File: src/design/assert_macros.svh
// Assertion macros shared by the affine transform stack RTL.
// Depends on clk_i and rst_ni being visible in the module that uses them.
`ifndef ASSERT_MACROS_SVH
`define ASSERT_MACROS_SVH
`ifndef SYNTHESIS
`define AFS_ASSERT_IMPL(name, ante, cons, msg) \
  name: assert property (@(posedge clk_i) disable iff (!rst_ni) (ante) |-> (cons)) \
    else $error(msg);
`define AFS_ASSERT_NEXT(name, ante, cons, msg) \
  name: assert property (@(posedge clk_i) disable iff (!rst_ni) (ante) |=> (cons)) \
    else $error(msg);
`else
`define AFS_ASSERT_IMPL(name, ante, cons, msg)
`define AFS_ASSERT_NEXT(name, ante, cons, msg)
`endif
`endif

File: src/design/afs_fxmul.sv
// Registered signed fixed-point multiplier: full product, arithmetic shift by
// the fraction width, low word kept. No dependencies.
`timescale 1ns / 1ps
module afs_fxmul #(
  parameter int FRAC_BITS = 16
) (
  input  logic               clk_i,
  input  logic signed [31:0] a_i,
  input  logic signed [31:0] b_i,
  output logic        [31:0] p_o
);
  logic signed [63:0] prod;
  logic        [31:0] p_q;

  assign prod = a_i * b_i;

  always_ff @(posedge clk_i) begin
    p_q <= prod[FRAC_BITS +: 32];
  end

  assign p_o = p_q;
endmodule

File: config.mk
export PLATFORM = sky130hd
export DESIGN_NAME = afs_fxmul
export DESIGN_NICKNAME = d
export VERILOG_FILES = /design/src/design/assert_macros.svh /design/src/design/afs_fxmul.sv
export SDC_FILE = /design/constraint.sdc
export NUM_CORES = 2
export LEC_CHECK = 0
export BUFFER_PORTS_ARGS = -buffer_cell sky130_fd_sc_hd__buf_2
export CORE_MARGIN = 2
export CORE_UTILIZATION = 43
export DETAILED_ROUTE_END_ITERATION = 6
export GPL_ROUTABILITY_DRIVEN = 0
export PLACE_DENSITY = 0.57
export SYNTH_ARGS = -nofsm -noshare
export SYNTH_HDL_FRONTEND = slang
export SYNTH_SLANG_ARGS = --single-unit
File: constraint.sdc
create_clock -name clk_i -period 9.87 [get_ports clk_i]
set_clock_uncertainty 0.15 [all_clocks]
set_input_delay 1.4805 -clock clk_i [delete_from_list [all_inputs] [get_ports clk_i]]
set_output_delay 1.4805 -clock clk_i [all_outputs]
set_load 0.03 [all_outputs]
Yosys cells after proc, flatten, opt, wreduce, memory -nomap -nowiden
Index checks and enable logic that the tools add are counted.
{"block": "totals", "ff_bits": 32, "in_bits": 65, "wordCells": 2}
{"block": "classes", "multipliers": 1}
{"operator": "multiplier 32 x 32 -> 48 bit", "n": 1}

Longest topological paths before layout
{"block": "depth", "ltp_word": 1, "ltp_mapped": 28}

Worst setup path before layout
Ideal clock, no wire load.
{"block": "synth_timing", "kind": "input port to flip-flop", "from": "in a_i[18]", "to": "reg p_q[29], in the netlist p_o[29]", "setup_time_ps": 122, "t_arrival_ps": 8007, "t_required_ps": 9598, "path_slack_ps": 1591, "path_stages": 22, "n_path_buf": 2, "cell_sequence": "clkbuf_1 -> clkbuf_1 -> nand2_1 -> fa_1 -> fa_1 -> fa_1 -> fa_1 -> inv_1 -> fa_1 -> fa_1 -> fa_1 -> fa_1 -> ha_1 -> a21o_1 -> a21o_1 -> a221oi_2 -> o21ai_1 -> a2111oi_4 -> o21ai_2 -> nand3_2 -> nor3b_1 -> a311o_1"}
{"block": "synth_via", "elab_chain_len": 1}
{"item": "start, declared", "line_no": "afs_fxmul.sv:8", "source": "input logic signed [31:0] a_i,"}
{"item": "multiplier 32 x 32 -> 48 bit", "line_no": "afs_fxmul.sv:15", "source": "assign prod = a_i * b_i;"}
{"item": "net prod[45]", "line_no": "afs_fxmul.sv:12", "source": "logic signed [63:0] prod;"}
{"item": "end signal, assigned", "line_no": "afs_fxmul.sv:18", "source": "p_q <= prod[FRAC_BITS +: 32];"}
{"item": "end, declared", "line_no": "afs_fxmul.sv:13", "source": "logic [31:0] p_q;"}
The timed path passes the listed nets, and every way through them passes these cells.

Final worst setup path
{"block": "layout_timing", "from": "in b_i[8]", "to": "reg p_q[23], in the netlist p_o[23]"}
{"block": "layout_via", "elab_chain_len": 1}
{"item": "start, declared", "line_no": "afs_fxmul.sv:9", "source": "input logic signed [31:0] b_i,"}
{"item": "multiplier 32 x 32 -> 48 bit", "line_no": "afs_fxmul.sv:15"}
{"item": "net prod[39]", "line_no": "afs_fxmul.sv:12"}
The timed path passes the listed nets, and every way through them passes these cells.

==> out/metrics.cfg <==
[outcome]
status = finished clean

[global_route]
track_usage_pct = 24.2
grt_max_degree = 33
grt.overflow.total = 0
grt_pass1_vias = 22778
grt_pass1_wl_mm = 129
grt_antenna_before_repair = 3

[synth]
synth_edf_count = 0
ys_warn_count = 0
synthFlopType = dfxtp_1
synthArstFlopShare_pct = 0
synth_area_sq_um = 29200
yosysSeqAreaShare_pct = 2.19
synth_seq_cells = 32
synthCells = 3106
synth.distinct_cells = 48
syn_nets = 4172
syn_avg_cell_area_sq_um = 9.40

[timing]
max_freq_mhz = 113
fin_tns_setup_ps = 0
rsz0062_at_grt = no
min_period_ps = 8830
worst_pin_slew_ps = 866
hold_viol_final = 0
setup_viol = 0
post-route-period-util_pct = 89.4
drv_slew = 0
slew_headroom_pct = 42.3

[routing]
routed_wl_mm = 79.4
wl_per_cell_um = 20.1
drcViolationCount = 0
ant_nets = 0
dr.pass1.iters = 5
drt_iter0_drc = 1020
vias_per_cell = 5.04
num_vias = 19908

[cts]
cts_sinks = 32
cts-resized-gates = 0
htreeDepth = 2
post-cts-setup-buffers = 0
cts_tree = yes
cts_max_path_buffers = 2
cts-root-buf = clkbuf_16
ctsHoldBuffers = 0
path_clk_slew_ps = 60
cts_buffers = 5

[setup_path]
crit_type = in2reg
required_ps = 9940
crit_arrival_ps = 8900
startpoint_type = primary input
path_max_fanout = 17
crit_end = p_o[23]$_DFF_P_
worstSetupEndpointType = flop
startpoint = b_i[8]

[cells_and_area]
layout_common_cells = 838 x fa_1, 786 x inv_1, 463 x and2_1, 438 x nand2_1, 163 x ha_1
drive_above_1_share_pct = 5.04
nNetsFinal = 4141
layout_commonest_cell = fa_1
largest_register_ffs = 32
area_growth_pct = 4.70

[die]
die_h_um = 265
die_w_um = 265
initial_core_util_pct = 43.5
placement_rows = 95
ios = 97
die-area_sq_um = 70000
coreArea_sq_um = 67200

[place]
hpwlAfterDp_mm = 66.2
portBuffers = 96

[job]
maxCapViolCount = 0

[min_path]
hold_class = in2reg

critical path: stages:
cell      delay, ps
buf_2           360
buf_4           330
nand2_1         110
fa_1            530
fa_1            520
fa_1            580
fa_1            460
fa_1            550
inv_1            50
fa_1            500
fa_1            430
fa_1            520
ha_1            400
nand2_1          90
o21ai_2         240
nor4_2          110
a211oi_4        690
a21oi_2         180
o21bai_1        290
a211o_1         190
a41oi_2         120
xnor2_1         140
worst min-delay path by stage:
stage | startpoint | endpoint | slack (ps) | depth (start not counted)
global route | a_i[31] | p_o[31]$_DFF_P_ | 2050 | 6
floorplan | p_o[0]$_DFF_P_ | p_o[0] | 1700 | 0
global placement | p_o[9]$_DFF_P_ | p_o[9] | 1770 | 1
finish | a_i[31] | p_o[31]$_DFF_P_ | 2000 | 6
CTS | a_i[31] | p_o[31]$_DFF_P_ | 1990 | 6
detailed placement | p_o[9]$_DFF_P_ | p_o[9] | 1770 | 1
cell type report:
cell class                 count  area [sq um]
fill                        6399         36600
multi-input combinational   2120         25000
inverter                     786          2950
tap                          873          1090
timing repair buffer         130           748
sequential                    32           641
clock buffer                   5           125
clock inverter                 3          42.5
antenna                        1          2.50
stage by stage:
stage / instances / hold slack [ps] / utilization, % / cell area [sq um] / worst slack [ps]
CTS: 3949 / 1990 / 45.5 / 30600 / 993
global placement: 3941 / 1770 / 45.3 / 30400 / 719
detailed placement: 3941 / 1770 / 45.3 / 30400 / 650
global route: 3949 / 2050 / 45.5 / 30600 / 665
floorplan: 3106 / 1700 / - / 29200 / 1590
finish: 3950 / 2000 / 45.5 / 30600 / 1040
cells in the mapped netlist (2+ instances only):
| master | count | area, sq um |
|---|---|---|
| o21a_1 | 2 | 15.0 |
| nor2b_1 | 11 | 68.8 |
| nand4_1 | 5 | 31.3 |
| nor2_1 | 21 | 78.8 |
| nand2b_1 | 9 | 56.3 |
| fa_1 | 838 | 16800 |
| a41oi_1 | 2 | 17.5 |
| clkbuf_1 | 166 | 623 |
| and2_1 | 463 | 2900 |
| xor2_1 | 17 | 149 |
| xnor2_1 | 54 | 473 |
| o221ai_1 | 2 | 17.5 |
| a21oi_2 | 4 | 35.0 |
| dfxtp_1 | 32 | 641 |
| a21o_1 | 14 | 105 |
| and3_1 | 2 | 12.5 |
| o21ai_0 | 9 | 45.0 |
| nand3_1 | 2 | 10.0 |
| ha_1 | 163 | 2040 |
| nand2_1 | 438 | 1640 |
| o21ai_2 | 3 | 26.3 |
| nor3_1 | 3 | 15.0 |
| a221oi_1 | 2 | 17.5 |
| a41oi_2 | 2 | 32.5 |
| o21bai_1 | 5 | 37.5 |
| a211oi_2 | 3 | 37.5 |
| o21ai_1 | 7 | 35.0 |
| inv_1 | 786 | 2950 |
| a21oi_1 | 22 | 110 |
logic make-up after synthesis:
logic type / after synthesis / share of synthesized area (%)
buffers and inverters: 954 / 12.3
and+or+nand+nor: 961 / 16.7
xor gates and xnor gates: 71 / 2.13
adders and majority gates: 1001 / 64.4
DFF: 32 / 2.19
AOI/OAI and AO/OA: 87 / 2.23
routing by layer:
metal	vias to the layer above	global-route usage, %	part of all wire (%)
met5	-	0	0.049
met4	6	5.97	2.3
met3	106	4.32	5.8
met2	547	40.9	49
met1	10618	32.4	43
li1	8631	-	-
Power is left out: the tool's default activity adds up to more than one toggle a clock period on the data nets, which glitch-free logic cannot reach.
