--- config.mk ---
export PLATFORM = sky130hd
export DESIGN_NAME = afs_ram
export DESIGN_NICKNAME = d
export VERILOG_FILES = /design/src/design/assert_macros.svh /design/src/design/afs_ram.sv
export SDC_FILE = /design/constraint.sdc
export NUM_CORES = 1
export LEC_CHECK = 0
export BUFFER_PORTS_ARGS = -buffer_cell sky130_fd_sc_hd__buf_2
export CORE_ASPECT_RATIO = 0.6
export CORE_MARGIN = 3
export CORE_UTILIZATION = 30
export DETAILED_ROUTE_END_ITERATION = 8
export SETUP_SLACK_MARGIN = 0.3
export SYNTH_ARGS = -nofsm -noshare
export SYNTH_HDL_FRONTEND = slang
export SYNTH_SLANG_ARGS = --single-unit
--- constraint.sdc ---
create_clock -name clk_i -period 5.1 [get_ports clk_i]
set_input_delay 1.02 -clock clk_i [delete_from_list [all_inputs] [get_ports clk_i]]
set_output_delay 1.02 -clock clk_i [all_outputs]
set_load 0.05 [all_outputs]
--- src/design/assert_macros.svh ---
// Assertion macros shared by the affine transform stack RTL.
// Depends on clk_i and rst_ni being visible in the module that uses them.
`ifndef ASSERT_MACROS_SVH
`define ASSERT_MACROS_SVH
`ifndef SYNTHESIS
`define AFS_ASSERT_IMPL(name, ante, cons, msg) \
  name: assert property (@(posedge clk_i) disable iff (!rst_ni) (ante) |-> (cons)) \
    else $error(msg);
`define AFS_ASSERT_NEXT(name, ante, cons, msg) \
  name: assert property (@(posedge clk_i) disable iff (!rst_ni) (ante) |=> (cons)) \
    else $error(msg);
`else
`define AFS_ASSERT_IMPL(name, ante, cons, msg)
`define AFS_ASSERT_NEXT(name, ante, cons, msg)
`endif
`endif

--- src/design/afs_ram.sv ---
// Generic single-write, single-read synchronous RAM with registered read data.
// No dependencies.
`timescale 1ns / 1ps
module afs_ram #(
  parameter int WIDTH = 32,
  parameter int DEPTH = 16,
  localparam int AW = $clog2(DEPTH)
) (
  input  logic             clk_i,
  input  logic             we_i,
  input  logic [AW-1:0]    waddr_i,
  input  logic [WIDTH-1:0] wdata_i,
  input  logic [AW-1:0]    raddr_i,
  output logic [WIDTH-1:0] rdata_o
);
  logic [WIDTH-1:0] mem_q [DEPTH];
  logic [WIDTH-1:0] rdata_q;

  always_ff @(posedge clk_i) begin
    if (we_i) begin
      mem_q[waddr_i] <= wdata_i;
    end
    rdata_q <= mem_q[raddr_i];
  end

  assign rdata_o = rdata_q;
endmodule

Word level (Yosys, flattened, before mapping)
Memory sizes are Yosys's and may differ from the RTL's. A register that Yosys moved wholly into a read port is not among the register bits.
Index checks and enable logic that the tools add are counted.
{ "word_totals": {"reg_bits": 0, "ramBits": 512, "in_bits": 42, "out_inout_bits": 32, "wordCells": 3, "mem_count": 1} }
{ "op_classes": {"mux": 2} }
{ "mem_list": {"columns": ["memory", "depth", "word_bits", "read_ports", "rd_ports_with_merged_regs", "wr", "line_no", "text"], "rows": [
  ["mem_q", 16, 32, 1, 1, 1, "afs_ram.sv:16", "logic [WIDTH-1:0] mem_q [DEPTH];"]
]} }
{ "ops": {"columns": ["cell", "n"], "rows": [
  ["1-bit two-way mux", 2]
]} }

Depth between registers and ports, before layout
Gate-level depths: netlist (run 1).
{ "logic_depth": {"ltp_word": 2, "mapped_depth": 5, "mapped_depth_nobuf": 3} }

Least setup slack after synthesis (run 1)
Ideal clock, no wire load.
{ "synth_path": {"path_kind": "in2reg", "from": "input waddr_i[2]", "to": "memory mem_q[0][0] (enable)", "arrival_time_ns": 3.738, "required_ns": 4.639, "setup_slack_ns": 0.900, "cell_stages": 2, "n_path_buf": 0, "cell_sequence": "or3b_2 > nor3_1"} }
{ "synth_lines": {"columns": ["item", "line_no", "text"], "rows": [
  ["from (decl)", "afs_ram.sv:11", "input logic [AW-1:0] waddr_i,"],
  ["to (decl)", "afs_ram.sv:16", null]
]} }
No word-level cell before the write port.

Worst setup path in the final report (run 1)
{ "layout_path": {"from": "input waddr_i[2]", "to": "memory mem_q[2][8] (enable)"} }
No word-level cell before the write port.

==> results of run 1 <==
[final cells by class]
type | instances | area, um^2
multi-input cells | 251 | 3750
well taps | 888 | 1110
diodes | 1 | 2.50
fillers | 5973 | 42100
repair buffers | 102 | 607
clock buffers | 64 | 1260
flip-flops and latches | 544 | 16000
clock inverters | 20 | 140
[state kept, by name, indices dropped and copies added, names as in the netlist]
register / cells
mem_q: 512
rdata_o: 32
[per-layer routing]
| metal | GRT usage, % | up-vias | share of wire (%) |
|---|---|---|---|
| met4 | 2.26 | 2 | 1.3 |
| li1 | - | 3789 | - |
| met2 | 19.3 | 298 | 46 |
| met3 | 3.12 | 55 | 7.4 |
| met1 | 19.4 | 4921 | 46 |
| met5 | 0 | - | 0.020 |
[power by group through the flow]
stage               logic [mW]  registers [mW]  clock network, mW
CTS                      0.549            5.03               3.44
global route             0.579            5.03               3.64
detailed placement       0.548            5.13                  0
global placement         0.540            5.12                  0
floorplan                0.240            5.22                  0
finish                   0.538            5.03               3.34
[logic make-up (layout without fill, tap and decap cells)]
logic type      after synthesis  after routing
compound gates               64             64
buf+inv                      43            186
flops                       544            544
mux                         128            128
other cells                   0              1
simple gates                 59             59
[how the worst max path moves through the flow]
stage	cells after the start	slack, ns	endpoint	start
final	4	2.44	mem_q[2][8]$_DFFE_PP_	waddr_i[2]
after CTS	4	2.48	mem_q[2][8]$_DFFE_PP_	waddr_i[2]
after global routing	5	2.39	rdata_o[29]$_DFF_P_	raddr_i[0]
after detailed placement	4	1.88	mem_q[2][2]$_DFFE_PP_	waddr_i[2]
after global placement	4	1.91	mem_q[2][2]$_DFFE_PP_	waddr_i[2]
after floorplan	2	0.90	mem_q[0][0]$_DFFE_PP_	waddr_i[2]
[worst reg2reg max path, delay by kind of cell (launching register included)]
kind	cells	cell delay, ns
mux	1	0.48
flops	1	0.36
simple gates	1	0.14
compound gates	1	0.30
[through the flow]
step	cell area, um^2	std cells	setup WS [ns]	utilization (%)	hold WS (ns)
floorplan	19900	838	0.900	-	0.635
global placement	21500	1785	1.91	33.1	0.660
detailed placement	21500	1785	1.88	33.1	0.655
CTS	22900	1869	2.48	35.2	0.677
global route	22900	1869	2.39	35.2	0.703
finish	22900	1870	2.44	35.2	0.674
[cells in the final DEF, fill, tap and decap left out, types with 2 or more instances in the layout]
cell type and n:
edfxtp_1 512, mux4_2 128, buf_2 71, a22oi_1 64, clkbuf_16 46, nand2_1 33
dfxtp_1 32, buf_4 29, clkbuf_1 14, nor2_4 13, clkinv_1 8, clkinv_2 7
clkbuf_8 5, nor3_2 4, nor2b_4 2, nand3b_1 2, nand2b_1 2, clkinv_4 2
==> flow_metrics.env, run 1 <==
export IMPL_hold_violations=0
export IMPL_vias_per_cell=4.85
export IMPL_cp_required_ns=5.35
export IMPL_min_path_cells=3
export IMPL_first_pass_iters=5
export IMPL_end_kind="flop"
export IMPL_worst_path_buf_inv=2
export IMPL_area_growth_pct=15.3
export IMPL_hold_path_endpoint="rdata_o[3]$_DFF_P_"
export IMPL_finalSetupViolCount=0
export IMPL_switchingPower_mw=1.95
export IMPL_power_leakage_nw=7.17
export IMPL_drive_gt1_share_pct=31.9
export IMPL_drc=0
export IMPL_vias=9065
export IMPL_sw_frac_of_total_pct=21.9
export IMPL_path_class="in2reg"
export IMPL_ctsResizeCount=0
export IMPL_worstSkewPairLatency_ns=0.58
export IMPL_seqPwrFrac_pct=56.4
export IMPL_syn_num_nets=880
export IMPL_start_kind="input pin"
export IMPL_dieArea_mm2=0.0694
export IMPL_timing_max_slew_rel_slack_pct=22.5
export IMPL_grt_max_degree=61
export IMPL_synth_distinct_cells=18
export IMPL_syn_area_mm2=0.0199
export IMPL_synth_area_leaders="edfxtp_1 77%, mux4_2 15%, dfxtp_1 3.2%, a22oi_1 2.4%, nand2_1 0.62%"
export IMPL_cts_htree_levels=2
export IMPL_synth_simple_area_share_pct=1.27
export IMPL_hold_path_startpoint="mem_q[15][3]$_DFFE_PP_"
export IMPL_netlist_instances=838
export IMPL_reg2regPathDepth=3
export IMPL_synth_edf_count=512
export IMPL_synth_top_area_share_pct=77.4
export IMPL_synthFlopType="edfxtp_1"
export IMPL_rsz0062_at_grt="false"
export IMPL_clock_path_buffers=3
export IMPL_slew_viol_final=0
export IMPL_async_flop_share_pct=0
export IMPL_die_w_um=338
export IMPL_power_mw=8.90
export IMPL_nets=987
export IMPL_cp_slowest_cell="nor2_4"
export IMPL_crit_family="simple AND/OR/NAND/NOR gates"
export IMPL_r2r_setup_slack_ns=3.68
export IMPL_synth_xor_area_share_pct=0
export IMPL_p_clk_share_pct=37.5
export IMPL_holdBufCountCts=0
export IMPL_synth_area_leader_cell="edfxtp_1"
export IMPL_yosysWarnings=0
export IMPL_clkTransAtPathRegs_ns=0.06
export IMPL_grt_usage_pct=12.9
export IMPL_die_y_um=205
export IMPL_synthAdderAreaFrac_pct=0
export IMPL_finalCritPeriodShare_pct=52.1
export IMPL_grt_pass1_wl_um=65900
export IMPL_muxShareOfSynthArea_pct=14.5
export IMPL_wirelength_um=44600
export IMPL_power_frac_comb_pct=6.0
export IMPL_numCtsBuffers=46
export IMPL_drt_iter0_drc=891
export IMPL_root_buffer="clkbuf_16"
export IMPL_portBuffers=73
export IMPL_cts_tree="yes"
export IMPL_row_count=72
export IMPL_io_pins=74
export IMPL_synth_compound_area_share_pct=2.42
export IMPL_avgSynthCellArea_um2=23.7
export IMPL_fin_crit_ns=2.66
export IMPL_power_per_cell_area_mw_per_mm2=389
export IMPL_crit_reg2reg_capture="rdata_o[17]$_DFF_P_"
export IMPL_post_cts_buffers=0
export IMPL_drv_cap=0
export IMPL_fmax_ghz=0.377
export IMPL_antenna_found_initial=2
export IMPL_internal_power_mw=6.96
export IMPL_cts_sinks=544
export IMPL_min_path_type="reg2reg"
export IMPL_start_util_pct=30.6
export IMPL_core_mm2=0.0650
export IMPL_postRouteAntennaNets=0
export IMPL_path_cells="buf_2 > or3b_2 > nor2_4 > buf_4"
export IMPL_r2r_start="mem_q[3][17]$_DFFE_PP_"
export IMPL_dp_hpwl_um=24300
export IMPL_grt_pass1_vias=9409
export IMPL_synth_top_family_by_area="multiplexers"
export IMPL_status="completed"
export IMPL_ir_drop_uv=231
export IMPL_worstMarginPinSlew_ns=1.16
export IMPL_finClkSkew_ns=0.0246
export IMPL_ys_top_cells_by_count="512 x edfxtp_1, 128 x mux4_2, 64 x a22oi_1"
export IMPL_cp_max_fo=23
export IMPL_grt_ovfl_total=0
export IMPL_cp_arrival_ns=2.91
export IMPL_routabilityCongestion=0.691
export IMPL_slowest_delay_ns=0.82
export IMPL_synth_seq_area_share_pct=80.7
export IMPL_synth_most_common_cell="edfxtp_1"
export IMPL_setup_tns_final_ns=0
export IMPL_wire_per_inst_um=23.8
export IMPL_ys_ff_latch=544
Power figures use the tool's default switching activity.
==> run 2, diff against run 1 <==
--- a/config.mk
+++ b/config.mk
@@ -5,6 +5,7 @@
 export SDC_FILE = /design/constraint.sdc
 export NUM_CORES = 1
 export LEC_CHECK = 0
+export ABC_AREA = 1
 export BUFFER_PORTS_ARGS = -buffer_cell sky130_fd_sc_hd__buf_2
 export CORE_ASPECT_RATIO = 0.6
 export CORE_MARGIN = 3
==> constraint.sdc (replaced) <==
create_clock -name clk_i -period 2.3 [get_ports clk_i]
set_input_delay 0.46 -clock clk_i [delete_from_list [all_inputs] [get_ports clk_i]]
set_output_delay 0.46 -clock clk_i [all_outputs]
set_load 0.05 [all_outputs]
==> flow_metrics.env, run 2 <==
export IMPL_synth_most_common_cell="nand2_1"
export IMPL_antenna_found_initial=3
export IMPL_dp_hpwl_um=34100
export IMPL_r2r_setup_slack_ns=1.19
export IMPL_fmax_ghz=0.523
export IMPL_wire_per_inst_um=18.4
export IMPL_synth_top_area_share_pct=67.6
export IMPL_timing_max_slew_rel_slack_pct=59.3
export IMPL_wirelength_um=58900
export IMPL_die_w_um=361
export IMPL_die_y_um=219
export IMPL_final_cell_mix="677 x nand2_1, 512 x edfxtp_1, 386 x inv_1, 385 x nand3_1, 71 x buf_2"
export IMPL_synth_area_leader_cell="edfxtp_1"
export IMPL_post_cts_buffers=0
export IMPL_hold_path_endpoint="mem_q[1][10]$_DFFE_PP_"
export IMPL_root_buffer="clkbuf_16"
export IMPL_hold_violations=0
export IMPL_synth_distinct_cells=15
export IMPL_synthFlopType="edfxtp_1"
export IMPL_drc=0
export IMPL_path_cells="buf_2"
export IMPL_largest_register_ffs=512
export IMPL_path_class="reg2out"
export IMPL_grt_max_degree=101
export IMPL_grt_ovfl_total=0
export IMPL_min_path_type="in2reg"
export IMPL_crit_family="flip-flops"
export IMPL_multi_input_comb_area_mm2=0.00467
export IMPL_yosysWarnings=0
export IMPL_portBuffers=73
export IMPL_cp_depth=1
export IMPL_end_kind="output pin"
export IMPL_finalCritPeriodShare_pct=83.2
export IMPL_finalSetupViolCount=0
export IMPL_cts_tree="yes"
export IMPL_ctsResizeCount=0
export IMPL_async_flop_share_pct=0
export IMPL_cp_required_ns=1.84
export IMPL_regMostFlops="mem_q"
export IMPL_slowest_delay_ns=0.54
export IMPL_fin_area_mm2=0.0259
export IMPL_final_common_cell="nand2_1"
export IMPL_clock_path_buffers=3
export IMPL_first_pass_iters=5
export IMPL_avgSynthCellArea_um2=10.7
export IMPL_worstMarginPinSlew_ns=0.610
export IMPL_grt_pass1_vias=14100
export IMPL_drive_gt1_share_pct=8.93
export IMPL_syn_area_mm2=0.0227
export IMPL_nets=2221
export IMPL_cts_htree_levels=2
export IMPL_cp_max_fo=1
export IMPL_synth_seq_area_share_pct=70.5
export IMPL_worst_path_buf_inv=1
export IMPL_grt_pass1_wl_um=89100
export IMPL_drv_cap=0
export IMPL_row_count=77
export IMPL_reg2regPathDepth=6
export IMPL_core_mm2=0.0744
export IMPL_ir_drop_uv=513
export IMPL_drt_iter0_drc=1591
export IMPL_slew_viol_final=0
export IMPL_start_kind="flop"
export IMPL_fin_crit_ns=1.91
export IMPL_worstSkewPairLatency_ns=0.58
export IMPL_vias_per_cell=4.59
export IMPL_min_path_cells=1
export IMPL_power_leakage_nw=10.8
export IMPL_start_util_pct=30.6
export IMPL_power_per_cell_area_mw_per_mm2=799
export IMPL_dieArea_mm2=0.0792
export IMPL_rsz0062_at_grt="false"
export IMPL_cp_slowest_cell="dfxtp_1"
export IMPL_setup_tns_final_ns=0
export IMPL_cts_sinks=544
export IMPL_synth_edf_count=512
export IMPL_crit_reg2reg_capture="rdata_o[29]$_DFF_P_"
export IMPL_finClkSkew_ns=0.0178
export IMPL_grt_usage_pct=14.8
export IMPL_r2r_start="mem_q[5][29]$_DFFE_PP_"
export IMPL_status="completed"
export IMPL_area_sequential_mm2=0.0160
export IMPL_fillers=7337
export IMPL_hold_path_startpoint="wdata_i[10]"
export IMPL_vias=14700
export IMPL_placed_area_mm2=0.0244
export IMPL_holdBufCountCts=0
export IMPL_synth_area_leaders="edfxtp_1 68%, nand2_1 11%, nand3_1 8.5%, inv_1 6.4%, dfxtp_1 2.8%"
export IMPL_netlist_instances=2120
export IMPL_clkTransAtPathRegs_ns=0.06
export IMPL_cp_arrival_ns=1.45
export IMPL_numCtsBuffers=48
export IMPL_ys_ff_latch=544
export IMPL_syn_num_nets=2162
export IMPL_io_pins=74
export IMPL_routabilityCongestion=0.806
export IMPL_ys_top_cells_by_count="677 x nand2_1, 512 x edfxtp_1, 388 x inv_1"
export IMPL_area_growth_pct=14.0
export IMPL_postRouteAntennaNets=0
[run 2: cell count changes after synthesis, moves of 5 or more]
cell,delta
buf_1,+5
nand3_1,+384
buf_2,+37
inv_1,+388
nand2_1,+644
buf_6,+27
buf_4,-5
a22oi_1,-64
mux4_2,-128
[run 2: kinds of logic after synthesis]
family,count (synthesis),synth area share (%)
buf+inv,495,9.54
simple gates,1081,20.0
flops,544,70.5
[run 2: final cells by class]
class | instances | share of cell area (%)
Tap cell | 987 | 4.76
Antenna cell | 1 | 0.00965
Timing Repair Buffer | 114 | 3.93
Clock buffer | 67 | 5.11
Sequential cell | 544 | 61.8
Clock inverter | 21 | 0.724
Inverter | 390 | 5.68
Multi-Input combinational cell | 1081 | 18.0
[run 2: where the power goes]
part / internal (mW) / switching (mW) / total (mW)
clock: 4.37 / 3.60 / 7.97
combinational: 0.389 / 1.19 / 1.58
sequential: 11.1 / 0.0871 / 11.2
total: 15.8 / 4.88 / 20.7
[run 2: through the flow]
step | setup slack, ns | hold slack [ns] | utilization, % | cells | power [mW]
2_1_floorplan | -0.153 | 0.559 | - | 2120 | 12.3
3_3_place_gp | 0.385 | 0.634 | 32.8 | 3116 | 12.9
3_5_place_dp | 0.371 | 0.638 | 32.8 | 3116 | 13.0
4_1_cts | 0.381 | 0.222 | 34.9 | 3204 | 20.9
5_1_grt | 0.367 | 0.249 | 34.9 | 3204 | 21.5
6_report | 0.387 | 0.251 | 34.9 | 3205 | 20.7
[run 2: worst max path at each step]
stage                              from                     end  slack, ns
finish              rdata_o[19]$_DFF_P_             rdata_o[19]       0.39
global route        rdata_o[19]$_DFF_P_             rdata_o[19]       0.37
floorplan                    waddr_i[2]  mem_q[10][0]$_DFFE_PP_      -0.15
CTS                 rdata_o[19]$_DFF_P_             rdata_o[19]       0.38
detailed placement           waddr_i[3]  mem_q[6][29]$_DFFE_PP_       0.37
global placement             waddr_i[3]   mem_q[6][1]$_DFFE_PP_       0.39
[run 2: routing by layer]
metal / wire [um] / vias up / share of wire, % / track usage [%]
li1: - / 6951 / - / -
met1: 28900 / 7108 / 49 / 23.4
met2: 23900 / 580 / 41 / 20.7
met3: 5120 / 79 / 8.7 / 2.76
met4: 942 / 4 / 1.6 / 3.00
met5: 28 / - / 0.048 / 0
==> run 3, diff against run 2 <==
==> constraint.sdc (replaced) <==
create_clock -name clk_i -period 1.7 [get_ports clk_i]
set_input_delay 0.34 -clock clk_i [delete_from_list [all_inputs] [get_ports clk_i]]
set_output_delay 0.34 -clock clk_i [all_outputs]
set_load 0.05 [all_outputs]
==> flow_metrics.env, run 3 (synthesis results as in run 2) <==
export IMPL_status="completed"
export IMPL_hold_path_startpoint="wdata_i[8]"
export IMPL_wire_per_inst_um=17.9
export IMPL_area_growth_pct=19.1
export IMPL_r2r_start="mem_q[9][16]$_DFFE_PP_"
export IMPL_finalSetupViolCount=0
export IMPL_final_cell_mix="672 x nand2_1, 512 x edfxtp_1, 384 x inv_1, 384 x nand3_1, 48 x clkbuf_16"
export IMPL_start_kind="flop"
export IMPL_worst_path_buf_inv=1
export IMPL_grt_pass1_vias=14400
export IMPL_cp_max_fo=1
export IMPL_hold_violations=0
export IMPL_postRouteAntennaNets=0
export IMPL_die_w_um=361
export IMPL_drt_iter0_drc=1688
export IMPL_dieArea_mm2=0.0792
export IMPL_die_y_um=219
export IMPL_end_kind="output pin"
export IMPL_path_class="reg2out"
export IMPL_antenna_found_initial=1
export IMPL_rsz0062_at_grt="true"
export IMPL_final_common_cell="nand2_1"
export IMPL_cp_slowest_cell="dfxtp_4"
export IMPL_cp_required_ns=1.36
export IMPL_vias_per_cell=4.56
export IMPL_drc=0
export IMPL_fillers=7243
export IMPL_slew_viol_final=0
export IMPL_drive_gt1_share_pct=13.2
export IMPL_vias=14800
export IMPL_clock_path_buffers=3
export IMPL_power_mw=29.1
export IMPL_drv_cap=0
export IMPL_start_util_pct=30.6
export IMPL_post_cts_buffers=0
export IMPL_cts_tree="yes"
export IMPL_setup_tns_final_ns=0
export IMPL_row_count=77
export IMPL_area_sequential_mm2=0.0161
export IMPL_dp_hpwl_um=34800
export IMPL_grt_usage_pct=14.6
export IMPL_crit_family="flip-flops"
export IMPL_multi_input_comb_area_mm2=0.00472
export IMPL_cts_sinks=544
export IMPL_cp_arrival_ns=1.15
export IMPL_grt_ovfl_total=0
export IMPL_path_cells="buf_8"
export IMPL_fin_crit_ns=1.49
export IMPL_portBuffers=73
export IMPL_io_pins=74
export IMPL_clkTransAtPathRegs_ns=0.07
export IMPL_min_path_type="in2reg"
export IMPL_largest_register_ffs=512
export IMPL_ir_drop_uv=751
export IMPL_root_buffer="clkbuf_16"
export IMPL_grt_pass1_wl_um=89000
export IMPL_timing_max_slew_rel_slack_pct=69.4
export IMPL_nets=2263
export IMPL_fmax_ghz=0.673
export IMPL_slowest_delay_ns=0.39
export IMPL_wirelength_um=58100
export IMPL_grt_max_degree=92
export IMPL_holdBufCountCts=0
export IMPL_first_pass_iters=6
export IMPL_cts_htree_levels=2
export IMPL_core_mm2=0.0744
export IMPL_power_per_cell_area_mw_per_mm2=1080
export IMPL_numCtsBuffers=48
export IMPL_finClkSkew_ns=0.0203
export IMPL_worstSkewPairLatency_ns=0.60
export IMPL_critPathLaunch="rdata_o[7]$_DFF_P_"
export IMPL_power_leakage_nw=11.3
export IMPL_worstMarginPinSlew_ns=0.459
export IMPL_regMostFlops="mem_q"
export IMPL_routabilityCongestion=0.772
export IMPL_finalCritPeriodShare_pct=87.4
## run 3: cell types whose count changed in the layout (fill, tap and decap cells not counted), sizes merged
| cell | before | now |
|---|---|---|
| buf | 114 | 155 |
| clkbuf | 67 | 58 |
| clkinvlp | 1 | 6 |
| bufinv | 3 | 7 |
| clkinv | 17 | 20 |
## run 3: final cells by class
type / count / share of cell area, %
Sequential cell: 544 / 59.3
Multi-Input combinational cell: 1081 / 17.4
Timing Repair Buffer: 156 / 7.02
Inverter: 390 / 5.46
Clock buffer: 57 / 4.75
Tap cell: 987 / 4.56
Clock inverter: 33 / 1.42
Antenna cell: 1 / 0.00924
## run 3: path summary, 6_finish.rpt
kind | cells after the start | slack (ns) | endpoint
worst max-delay path | 1 | 0.21 | rdata_o[7]
worst min-delay path | 1 | 0.12 | mem_q[7][8]$_DFFE_PP_
worst min register to register | 6 | 0.66 | rdata_o[6]$_DFF_P_
worst max register to register | 6 | 0.64 | rdata_o[16]$_DFF_P_
## run 3: where the power goes
part           switching [mW]  total, mW  internal (mW)  leakage (nW)
Combinational            1.58       2.36          0.777          5.56
Sequential              0.140       15.1           15.0          4.90
Clock                    5.09       11.6           6.52         0.818
## run 3: what timing repair did
item / 4_1_cts / 5_1_grt
endpoints found under the setup margin: 32 / 32
pin swaps: 0 / 0
resized for setup: 130 / 1
## run 3: through the flow
step | cells | hold slack (ns) | area [um^2] | worst slack (ns) | utilization [%]
6_report | 3249 | 0.117 | 27100 | 0.215 | 36.4
5_1_grt | 3248 | 0.104 | 27100 | 0.168 | 36.4
4_1_cts | 3248 | 0.0849 | 27100 | 0.175 | 36.4
3_5_place_dp | 3158 | 0.645 | 25000 | 0.136 | 33.7
3_3_place_gp | 3158 | 0.647 | 25000 | 0.142 | 33.7
2_1_floorplan | 2120 | 0.439 | 22900 | 0.0234 | -
## run 3: routing by layer
layer	track usage (%)	part of all wire [%]	routed length [um]
met4	2.64	1.3	744
met5	0	0	0
met3	2.91	7.9	4570
met1	22.3	48	28000
met2	21.7	43	24800
